--- config.mk ---
export PLATFORM = sky130hd
export DESIGN_NAME = pgan_grid
export DESIGN_NICKNAME = d
export VERILOG_FILES = /design/src/rtl/core/pgan_pkg.sv /design/src/rtl/core/pgan_grid.sv
export SDC_FILE = /design/constraint.sdc
export NUM_CORES = 1
export LEC_CHECK = 0
export BUFFER_PORTS_ARGS = -buffer_cell sky130_fd_sc_hd__buf_2
export CAP_MARGIN = 25
export CORE_MARGIN = 2
export CORE_UTILIZATION = 40
export CTS_CLUSTER_SIZE = 14
export DETAILED_ROUTE_END_ITERATION = 16
export PLACE_DENSITY = 0.58
export REMOVE_ABC_BUFFERS = 1
export SLEW_MARGIN = 10
export SYNTH_ARGS = -nofsm -noshare
export SYNTH_HDL_FRONTEND = slang
export SYNTH_SLANG_ARGS = --single-unit
--- constraint.sdc ---
create_clock -name clock -period 12.8 [get_ports clock]
set_input_delay 2.56 -clock clock [delete_from_list [all_inputs] [get_ports clock]]
set_output_delay 2.56 -clock clock [all_outputs]
set_load 0.02 [all_outputs]
--- src/rtl/core/pgan_pkg.sv ---
`timescale 1ns / 1ps

package pgan_pkg;

   localparam int CHANNELS              = 4;
   localparam int FRAMES_PER_PACKET_DEF = 12;

   localparam int DATA_W     = 32;
   localparam int COEF_W     = 32;
   localparam int PKT_W      = 32;
   localparam int GAP_W      = 32;
   localparam int GRID_W     = 48;
   localparam int DELAY_W    = 48;
   localparam int PROD_W     = DATA_W + COEF_W;
   localparam int FRAC_SHIFT = 30;
   localparam int RND_W      = PROD_W - FRAC_SHIFT;
   localparam int Y_SUM_W    = DELAY_W + 1;
   localparam int Z_SUM_W    = DELAY_W + 2;

   localparam int CSR_IDX_W = 3;
   localparam logic [CSR_IDX_W-1:0] CSR_NOTCH_ON = 3'd0;
   localparam logic [CSR_IDX_W-1:0] CSR_COEF_B0  = 3'd1;
   localparam logic [CSR_IDX_W-1:0] CSR_COEF_B1  = 3'd2;
   localparam logic [CSR_IDX_W-1:0] CSR_COEF_B2  = 3'd3;
   localparam logic [CSR_IDX_W-1:0] CSR_COEF_A1  = 3'd4;
   localparam logic [CSR_IDX_W-1:0] CSR_COEF_A2  = 3'd5;

   localparam logic signed [COEF_W-1:0] COEF_B0_RESET = 32'sh4000_0000;

   typedef enum logic [2:0] {
      ST_IDLE,
      ST_POS,
      ST_CMP,
      ST_YCALC,
      ST_MULA,
      ST_UPD,
      ST_WRITE
   } state_type;

   typedef struct packed {
      logic signed [COEF_W-1:0] b0;
      logic signed [COEF_W-1:0] b1;
      logic signed [COEF_W-1:0] b2;
      logic signed [COEF_W-1:0] a1;
      logic signed [COEF_W-1:0] a2;
   } coef_type;

   typedef struct packed {
      logic mul1;
      logic mul2;
      logic ycalc;
      logic gap_clear;
      logic mul3;
      logic update;
      logic cfg_clear;
   } lane_ctl_type;

   typedef struct packed {
      logic first_step;
      logic decide;
   } grid_ctl_type;

   typedef struct packed {
      logic              emit;
      logic              clear;
      logic [GAP_W-1:0]  gap;
      logic [GRID_W-1:0] grid_pos;
   } grid_dec_type;

   // round to nearest, ties up, then floor shift by the coefficient fraction
   function automatic logic signed [RND_W-1:0] round_q30(input logic signed [PROD_W-1:0] p);
      logic [PROD_W-1:0] s;
      s = p + (PROD_W'(1) << (FRAC_SHIFT - 1));
      return s[PROD_W-1:FRAC_SHIFT];
   endfunction

   function automatic logic signed [DATA_W-1:0] sat_data(input logic signed [Y_SUM_W-1:0] v);
      logic [Y_SUM_W-DATA_W:0] top;
      top = v[Y_SUM_W-1:DATA_W-1];
      if ((&top) || !(|top)) begin
         return v[DATA_W-1:0];
      end else if (v[Y_SUM_W-1]) begin
         return {1'b1, {(DATA_W-1){1'b0}}};
      end else begin
         return {1'b0, {(DATA_W-1){1'b1}}};
      end
   endfunction

   function automatic logic signed [DELAY_W-1:0] sat_delay(input logic signed [Z_SUM_W-1:0] v);
      logic [Z_SUM_W-DELAY_W:0] top;
      top = v[Z_SUM_W-1:DELAY_W-1];
      if ((&top) || !(|top)) begin
         return v[DELAY_W-1:0];
      end else if (v[Z_SUM_W-1]) begin
         return {1'b1, {(DELAY_W-1){1'b0}}};
      end else begin
         return {1'b0, {(DELAY_W-1){1'b1}}};
      end
   endfunction

endpackage

--- src/rtl/core/pgan_grid.sv ---
`timescale 1ns / 1ps

module pgan_grid
   import pgan_pkg::*;
#(
   parameter int FRAMES_PER_PACKET = FRAMES_PER_PACKET_DEF
) (
   input  logic              clock,
   input  logic              reset,
   input  grid_ctl_type      ctl,
   input  logic [PKT_W-1:0]  packet_number,
   input  logic              starts_packet,
   output grid_dec_type      dec
);

   localparam int POS_W = PKT_W + 1 + $clog2(FRAMES_PER_PACKET + 1);
   localparam int CMP_W = (POS_W > GRID_W + 1) ? POS_W : GRID_W + 1;
   localparam logic signed [POS_W-1:0] FPP_S = POS_W'(FRAMES_PER_PACKET);

   logic                     seen_first_ff, seen_first_in;
   logic [PKT_W-1:0]         base_ff, base_in;
   logic [GRID_W-1:0]        grid_ff, grid_in;
   logic                     dropping_ff, dropping_in;
   logic signed [POS_W-1:0]  pos_ff, pos_in;
   grid_dec_type             dec_ff, dec_in;

   logic [PKT_W-1:0]         base_eff;
   logic signed [PKT_W:0]    diff;
   logic signed [CMP_W-1:0]  pos_c;
   logic signed [CMP_W-1:0]  grid_c;
   logic signed [CMP_W-1:0]  gap_full;
   logic                     behind;
   logic                     ahead;

   always_comb begin
      base_eff = seen_first_ff ? base_ff : packet_number;
      diff     = $signed({1'b0, packet_number}) - $signed({1'b0, base_eff});
      pos_in   = POS_W'(diff) * FPP_S;
      pos_c    = CMP_W'(pos_ff);
      grid_c   = CMP_W'($signed({1'b0, grid_ff}));
      behind   = pos_c < grid_c;
      ahead    = pos_c > grid_c;
      gap_full = pos_c - grid_c;
   end

   always_comb begin
      seen_first_in = seen_first_ff;
      base_in       = base_ff;
      grid_in       = grid_ff;
      dropping_in   = dropping_ff;
      dec_in        = dec_ff;
      if (ctl.first_step) begin
         if (starts_packet && !seen_first_ff) begin
            seen_first_in = 1'b1;
            base_in       = packet_number;
            grid_in       = '0;
         end
      end
      if (ctl.decide) begin
         dec_in.emit     = 1'b0;
         dec_in.clear    = 1'b0;
         dec_in.gap      = '0;
         dec_in.grid_pos = grid_ff;
         if (starts_packet) begin
            if (behind) begin
               dropping_in = 1'b1;
            end else begin
               dropping_in = 1'b0;
               dec_in.emit = 1'b1;
               if (ahead) begin
                  dec_in.clear    = 1'b1;
                  dec_in.gap      = (|gap_full[CMP_W-1:GAP_W]) ? '1 : gap_full[GAP_W-1:0];
                  dec_in.grid_pos = pos_c[GRID_W-1:0];
               end
            end
         end else begin
            dec_in.emit = seen_first_ff && !dropping_ff;
         end
         if (dec_in.emit) begin
            grid_in = dec_in.grid_pos + GRID_W'(1);
         end
      end
   end

   always_ff @(posedge clock) begin
      if (reset) begin
         seen_first_ff <= 1'b0;
         base_ff       <= '0;
         grid_ff       <= '0;
         dropping_ff   <= 1'b0;
         dec_ff        <= '0;
      end else begin
         seen_first_ff <= seen_first_in;
         base_ff       <= base_in;
         grid_ff       <= grid_in;
         dropping_ff   <= dropping_in;
         dec_ff        <= dec_in;
      end
   end

   always_ff @(posedge clock) begin
      if (ctl.first_step) begin
         pos_ff <= pos_in;
      end
   end

   assign dec = dec_ff;

endmodule

==> results of run 1 <==
power by group through the flow:
| stage | clock network (mW) | logic (mW) | registers [mW] |
|---|---|---|---|
| floorplan | 0 | 1.34 | 0.864 |
| global placement | 0 | 1.75 | 0.903 |
| detailed placement | 0 | 1.77 | 0.904 |
| CTS | 0.567 | 1.78 | 0.889 |
| global route | 0.592 | 2.01 | 0.904 |
| finish | 0.549 | 1.80 | 0.895 |
per-layer routing:
layer	share of wire, %	wire length (um)	GRT usage [%]	up-vias
met5	0	0	0	-
met4	2.8	1290	8.81	0
met3	4.6	2080	3.18	54
met2	44	20200	36.5	373
met1	48	22100	32.2	6828
li1	-	-	-	7313
through the flow:
stage	utilization [%]	total power, mW	std cells	worst slack, ns
after global placement	43.2	2.65	2511	4.65
after floorplan	-	2.20	1864	5.07
after detailed placement	43.3	2.67	2513	4.63
after CTS	44.8	3.24	2545	5.10
final	44.9	3.24	2546	5.06
after global routing	44.9	3.51	2546	4.65
sequential cells by signal, indices dropped and copies added, names as in the netlist:
name           count
base_ff           32
seen_first_ff      1
dec               82
grid_ff           48
pos_ff            35
dropping_ff        1
worst min-delay path, cell delays in order, from the launching register on:
cell     delay, ns
dfxtp_1       0.32
nand2_1       0.04
o21ai_0       0.05
logic make-up (layout without fill, tap and decap cells):
group / after synthesis / count (layout) / synth area share (%)
and+or+nand+nor: 694 / 694 / 21.4
AOI/OAI and AO/OA: 594 / 594 / 24.6
DFF: 199 / 199 / 28.3
buffers and inverters: 180 / 250 / 4.71
adders and majority gates: 146 / 146 / 12.0
xor gates and xnor gates: 108 / 108 / 6.17
muxes: 44 / 44 / 2.89
worst paths after layout:
check	from	endpoint	cells after the start
worst min-delay path	dec[53]$_SDFFE_PP0P_	dec[53]$_SDFFE_PP0P_	2
worst max-delay path	packet_number[0]	pos_ff[36]$_DFFE_PP_	26
worst max register to register	pos_ff[36]$_DFFE_PP_	grid_ff[36]$_SDFF_PP0_	21
worst min register to register	dec[53]$_SDFFE_PP0P_	dec[53]$_SDFFE_PP0P_	2
cells in the final DEF (no fill, tap or decap), types with 48 or more instances in the layout:
master,instances
nor2_1,138
nand3_1,49
o21ai_0,118
nand2_1,263
nor3_1,48
inv_1,78
a21oi_1,206
xnor2_1,71
ha_1,144
dfxtp_1,163
buf_2,117
layout make-up:
| class | count | area, um^2 |
|---|---|---|
| fillers | 3882 | 20800 |
| flip-flops and latches | 199 | 4340 |
| repair buffers | 139 | 778 |
| multi-input cells | 1586 | 10300 |
| clock buffers | 18 | 450 |
| inverters | 79 | 297 |
| well taps | 511 | 639 |
| clock inverters | 14 | 131 |
==> results.sh, run 1 <==
export IMPL_run_status="finished clean"
export IMPL_detail_route_drc_violations=0
export IMPL_cts_num_sinks=199
export IMPL_netlist_cell_type_count=83
export IMPL_power_share_clock_pct=16.9
export IMPL_std_cell_rows=71
export IMPL_antenna_diodes=0
export IMPL_number_of_drc_markers_in_iteration_0=1184
export IMPL_synthDominantCellAreaShare_pct=21.4
export IMPL_dr_pass1_iters=5
export IMPL_static_leakage_power_nw=6.53
export IMPL_routabilityCongestion=0.902
export IMPL_antenna_found_initial=0
export IMPL_critPathSlowestCell="a221oi_1"
export IMPL_die_y_um=200
export IMPL_swShare_pct=45.5
export IMPL_synth_edf_count=35
export IMPL_worstSkewPairLatency_ns=0.47
export IMPL_detail_route_wl_per_cell_um=17.9
export IMPL_hold_viol=0
export IMPL_layout_drive_gt1_share_pct=10.0
export IMPL_clock_skew_final_ns=0.0137
export IMPL_post_synth_instance_area_mm2=0.0153
export IMPL_clk_path_buf_depth=2
export IMPL_syn_mean_instance_area_um2=7.80
export IMPL_detail_route_antenna_nets=0
export IMPL_h_tree_level_count=4
export IMPL_synth_seq_area_share_pct=28.3
export IMPL_grt_setup_unrepaired="false"
export IMPL_hold_removal_path_class="flip-flop to flip-flop"
export IMPL_ctsResizeCount=0
export IMPL_ys_warn_count=0
export IMPL_finish_instance_area_mm2=0.0169
export IMPL_layout_worst_path_cycle_share_pct=60.5
export IMPL_i_o_pin_cnt=119
export IMPL_largest_net_degree_at_the_start_of_global_routing=75
export IMPL_drt_vias_per_instance=5.72
export IMPL_chipWidth_um=200
export IMPL_net_switching_power_mw=1.48
export IMPL_critical_path_max_fanout=4
export IMPL_synth_area_leaders="dfxtp_1, ha_1, edfxtp_1"
export IMPL_total_of_endpoints_with_negative_setup_slack_in_the_final_report=0
export IMPL_coreArea_mm2=0.0378
export IMPL_placement_cell_area_mm2=0.0163
export IMPL_crit_required_ns=13.00
export IMPL_timing_critical_path_slowest_cell_delay_ns=0.46
export IMPL_initial_core_util_pct=40.6
export IMPL_irDropWorstVdd_mv=0.119
export IMPL_tns_ns=0
export IMPL_seq_power_share_pct=27.6
export IMPL_power_share_combinational_pct=55.4
export IMPL_post_synth_top_area_cell="dfxtp_1"
export IMPL_synthCells=1965
export IMPL_cts_repair_timing_setup_buffer_count=0
export IMPL_finalMaxSlewViolations=0
export IMPL_numCtsBuffers=17
export IMPL_timing_worst_setup_path_type="primary input to flip-flop"
export IMPL_fin_worst_hold_slack_ns=0.448
export IMPL_die_area_mm2=0.0399
export IMPL_setup_worst_path_start_class="primary input"
export IMPL_place_detailed_hpwl_um=34700
export IMPL_synth_seq_cells=199
export IMPL_timing_critical_path_buf_inv=3
export IMPL_maxCapViolCount=0
export IMPL_critPathTopFamily="compound AO/OA/AOI/OAI gates"
export IMPL_worstSetupEndpointType="flip-flop"
export IMPL_synth_main_ff_cell="dfxtp_1"
export IMPL_areaGrowthSynthToFinish_pct=10.4
export IMPL_clk_root_buffer_cell="clkbuf_16"
export IMPL_dr_total_vias=14568
export IMPL_final_period_minus_worst_setup_slack_ns=7.74
export IMPL_internal_power_mw=1.76
export IMPL_cts_tree="yes"
export IMPL_globalRoute_totalOverflow=0
export IMPL_io_buffers=118
export IMPL_tightestPinTransition_ns=1.00
export IMPL_vias_in_the_first_global_route=13647
export IMPL_cellPowerDensity_mw_per_mm2=191
export IMPL_grt_pass1_wl_um=73700
export IMPL_post_cts_hold_buffer_count=0
export IMPL_clock_fmax_ghz=0.129
export IMPL_ys_async_sr_fraction_pct=0
export IMPL_globalRouteTotalUtil_pct=23.2
export IMPL_routed_wl_um=45700
export IMPL_clk_transition_reported_paths_ns=0.07
export IMPL_fin_nets=2205
export IMPL_ys_top_cells_by_count="nand2_1, a21oi_1, dfxtp_1, ha_1, nor2_1"
export IMPL_slew_limit_headroom_pct=32.2
export IMPL_yosys_cell_count_top_type="nand2_1"
export IMPL_reg2reg_slack_ns=6.10
export IMPL_worst_ep_arrival_time_ns=7.94
export IMPL_cp_common_cell="o21ai_0"
(Power assumes the default switching activity.)
==> run 2, diff against run 1 <==
Settings changed: ABC_AREA set to 1.
Clock period 12.8 ns to 7.7 ns, I/O delays scaled along.
==> run 2 against run 1 <==
  * Sequential share of layout area is 1.9 points lower
  * Setup slack lost 3.8 ns
  * Utilization fell by 0.092 points
  * Hold slack better by 0.0051 ns
  * Die area rose by 8.3%
  * Clock skew is 0.0038 ns higher
  * Register-to-register slack got worse by 4.4 ns
  * Non-clock buffer count unchanged
  * Synthesized cell count is 29% higher
  * Design area up 8.2%
  * Wire length is 20% higher
==> results.sh, run 2 <==
export IMPL_chipWidth_um=208
export IMPL_timing_critical_path_buf_inv=4
export IMPL_detail_route_wl_per_cell_um=17.5
export IMPL_critPathSlowestCell="fa_1"
export IMPL_crit_cells=29
export IMPL_ctsResizeCount=0
export IMPL_place_detailed_hpwl_um=44400
export IMPL_largest_net_degree_at_the_start_of_global_routing=81
export IMPL_irDropWorstVdd_mv=0.205
export IMPL_syn_mean_instance_area_um2=6.56
export IMPL_numCtsBuffers=17
export IMPL_cts_num_sinks=199
export IMPL_static_leakage_power_nw=8.18
export IMPL_clock_fmax_ghz=0.156
export IMPL_critPathTopFamily="compound AO/OA/AOI/OAI gates"
export IMPL_cellPowerDensity_mw_per_mm2=340
export IMPL_timing_critical_path_slowest_cell_delay_ns=0.39
export IMPL_detail_route_antenna_nets=0
export IMPL_hold_viol=0
export IMPL_clk_root_buffer_cell="clkbuf_16"
export IMPL_dr_pass1_iters=5
export IMPL_tns_ns=0
export IMPL_clk_transition_reported_paths_ns=0.07
export IMPL_finalMaxSlewViolations=0
export IMPL_tightestPinTransition_ns=0.907
export IMPL_yosys_cell_count_top_type="nand2_1"
export IMPL_routed_wl_um=55000
export IMPL_netlist_cell_type_count=43
export IMPL_globalRoute_totalOverflow=0
export IMPL_clk_path_buf_depth=2
export IMPL_i_o_pin_cnt=119
export IMPL_synth_area_leaders="dfxtp_1, nand2_1, ha_1"
export IMPL_synth_xor_xnor_area_share_pct=6.58
export IMPL_largest_register_ff_count=82
export IMPL_hold_removal_path_class="flip-flop to flip-flop"
export IMPL_synthesized_area_fraction_occupied_by_ao_oa_aoi_and_oai_cells_pct=17.8
export IMPL_synth_top_family_by_area="simple AND/OR/NAND/NOR gates"
export IMPL_worstSetupEndpointType="flip-flop"
export IMPL_dr_total_vias=16892
export IMPL_globalRouteTotalUtil_pct=25.5
export IMPL_post_cts_hold_buffer_count=0
export IMPL_die_y_um=208
export IMPL_run_status="finished clean"
export IMPL_synth_adder_area_share_pct=11.1
export IMPL_layout_drive_gt1_share_pct=9.09
export IMPL_timing_worst_setup_path_type="primary input to flip-flop"
export IMPL_mostFrequentLayoutCells="nand2_1, inv_1, a21oi_1, nor2_1, dfxtp_1"
export IMPL_synth_edf_count=35
export IMPL_total_of_endpoints_with_negative_setup_slack_in_the_final_report=0
export IMPL_worstSkewPairLatency_ns=0.51
export IMPL_layout_worst_path_cycle_share_pct=83.4
export IMPL_slew_limit_headroom_pct=39.5
export IMPL_hold_critical_path_depth=2
export IMPL_post_synth_top_area_cell="dfxtp_1"
export IMPL_initial_core_util_pct=40.7
export IMPL_final_period_minus_worst_setup_slack_ns=6.42
export IMPL_yosys_mux_area_fraction_pct=0
export IMPL_antenna_found_initial=0
export IMPL_antenna_diodes=0
export IMPL_cts_tree="yes"
export IMPL_grt_pass1_wl_um=87500
export IMPL_synth_seq_area_share_pct=26.1
export IMPL_synth_main_ff_cell="dfxtp_1"
export IMPL_number_of_drc_markers_in_iteration_0=1209
export IMPL_placed_cells_incl_taps=3117
export IMPL_routabilityCongestion=0.972
export IMPL_coreArea_mm2=0.0409
export IMPL_synthCells=2537
export IMPL_crit_required_ns=7.95
export IMPL_critical_path_max_fanout=5
export IMPL_maxCapViolCount=0
export IMPL_synth_seq_cells=199
export IMPL_h_tree_level_count=4
export IMPL_number_of_cells_in_the_finished_layout_apart_from_fillers=3150
export IMPL_io_buffers=118
export IMPL_fin_worst_hold_slack_ns=0.453
export IMPL_detail_route_drc_violations=0
export IMPL_worst_r2r_path_depth=29
export IMPL_ys_warn_count=0
export IMPL_areaGrowthSynthToFinish_pct=10.1
export IMPL_ys_async_sr_fraction_pct=0
export IMPL_clock_skew_final_ns=0.0175
export IMPL_die_area_mm2=0.0432
export IMPL_std_cell_rows=74
export IMPL_grt_setup_unrepaired="false"
export IMPL_post_synth_instance_area_mm2=0.0166
export IMPL_fin_nets=2788
export IMPL_setup_worst_path_start_class="primary input"
export IMPL_cts_repair_timing_setup_buffer_count=0
export IMPL_worst_ep_arrival_time_ns=6.67
export IMPL_mostFrequentLayoutCell="nand2_1"
export IMPL_yosys_area_share_simple_pct=28.3
export IMPL_vias_in_the_first_global_route=16268
export IMPL_ys_top_cells_by_count="nand2_1, inv_1, a21oi_1, nor2_1, dfxtp_1"
export IMPL_synthDominantCellAreaShare_pct=19.7
export IMPL_drt_vias_per_instance=5.36
run 2: cell types whose count changed after synthesis, moves of 34 or more:
cell      before  now
a21o_1        44   10
nor2_1       141  204
nand2_1      264  613
nand4_1       30  103
mux2i_1       42    0
xor2_1        36   86
nor4_1        44    4
nand3_1       49   98
o21ai_0      118  152
a311oi_1      35    0
inv_1         78  330
a21oi_1      206  258
run 2: worst register-to-register path: cells and delay by family (launching register included):
kind | cells | cell delay (ns)
compound gates | 13 | 2.72
fa+ha+maj | 4 | 1.28
simple gates | 7 | 0.57
buf+inv | 3 | 0.56
xor+xnor | 2 | 0.33
flops | 1 | 0.32
run 2: final timing paths:
path | startpoint | endpoint | slack [ns]
worst max-delay path | packet_number[0] | pos_ff[33]$_DFFE_PP_ | 1.28
worst min-delay path | base_ff[30]$_SDFFE_PP0P_ | base_ff[30]$_SDFFE_PP0P_ | 0.45
worst max register to register | seen_first_ff$_SDFFE_PP0P_ | pos_ff[33]$_DFFE_PP_ | 1.68
worst min register to register | base_ff[30]$_SDFFE_PP0P_ | base_ff[30]$_SDFFE_PP0P_ | 0.45
run 2: where the power goes:
group / internal [mW] / total [mW] / switching, mW
sequential: 1.33 / 1.48 / 0.151
clock: 0.481 / 0.945 / 0.464
combinational: 1.31 / 3.81 / 2.50
run 2: final cells by class:
class	count	area, um^2
well taps	532	666
clock inverters	13	131
multi-input cells	1903	10600
fillers	4400	22600
inverters	345	1290
flip-flops and latches	199	4340
repair buffers	139	790
clock buffers	19	464
run 2: routing by layer:
metal,track usage [%],part of all wire (%),vias up
li1,-,-,8547
met1,32.2,45,7813
met2,42.8,47,424
met3,3.65,4.2,108
met4,12.1,4.0,0
met5,0,0,-
run 2: cell families after synthesis:
family,Yosys count
AOI/OAI and AO/OA,537
xor gates and xnor gates,125
adders and majority gates,146
buffers and inverters,435
DFF,199
and+or+nand+nor,1095
run 2: metrics by stage:
stage	cell area, um^2	total power, mW	utilization, %	setup WS (ns)
global placement	17700	5.25	43.1	0.889
floorplan	16200	4.15	-	1.66
CTS	18300	6.25	44.7	1.33
finish	18300	6.23	44.8	1.28
global route	18300	6.75	44.8	0.721
detailed placement	17700	5.27	43.3	0.798
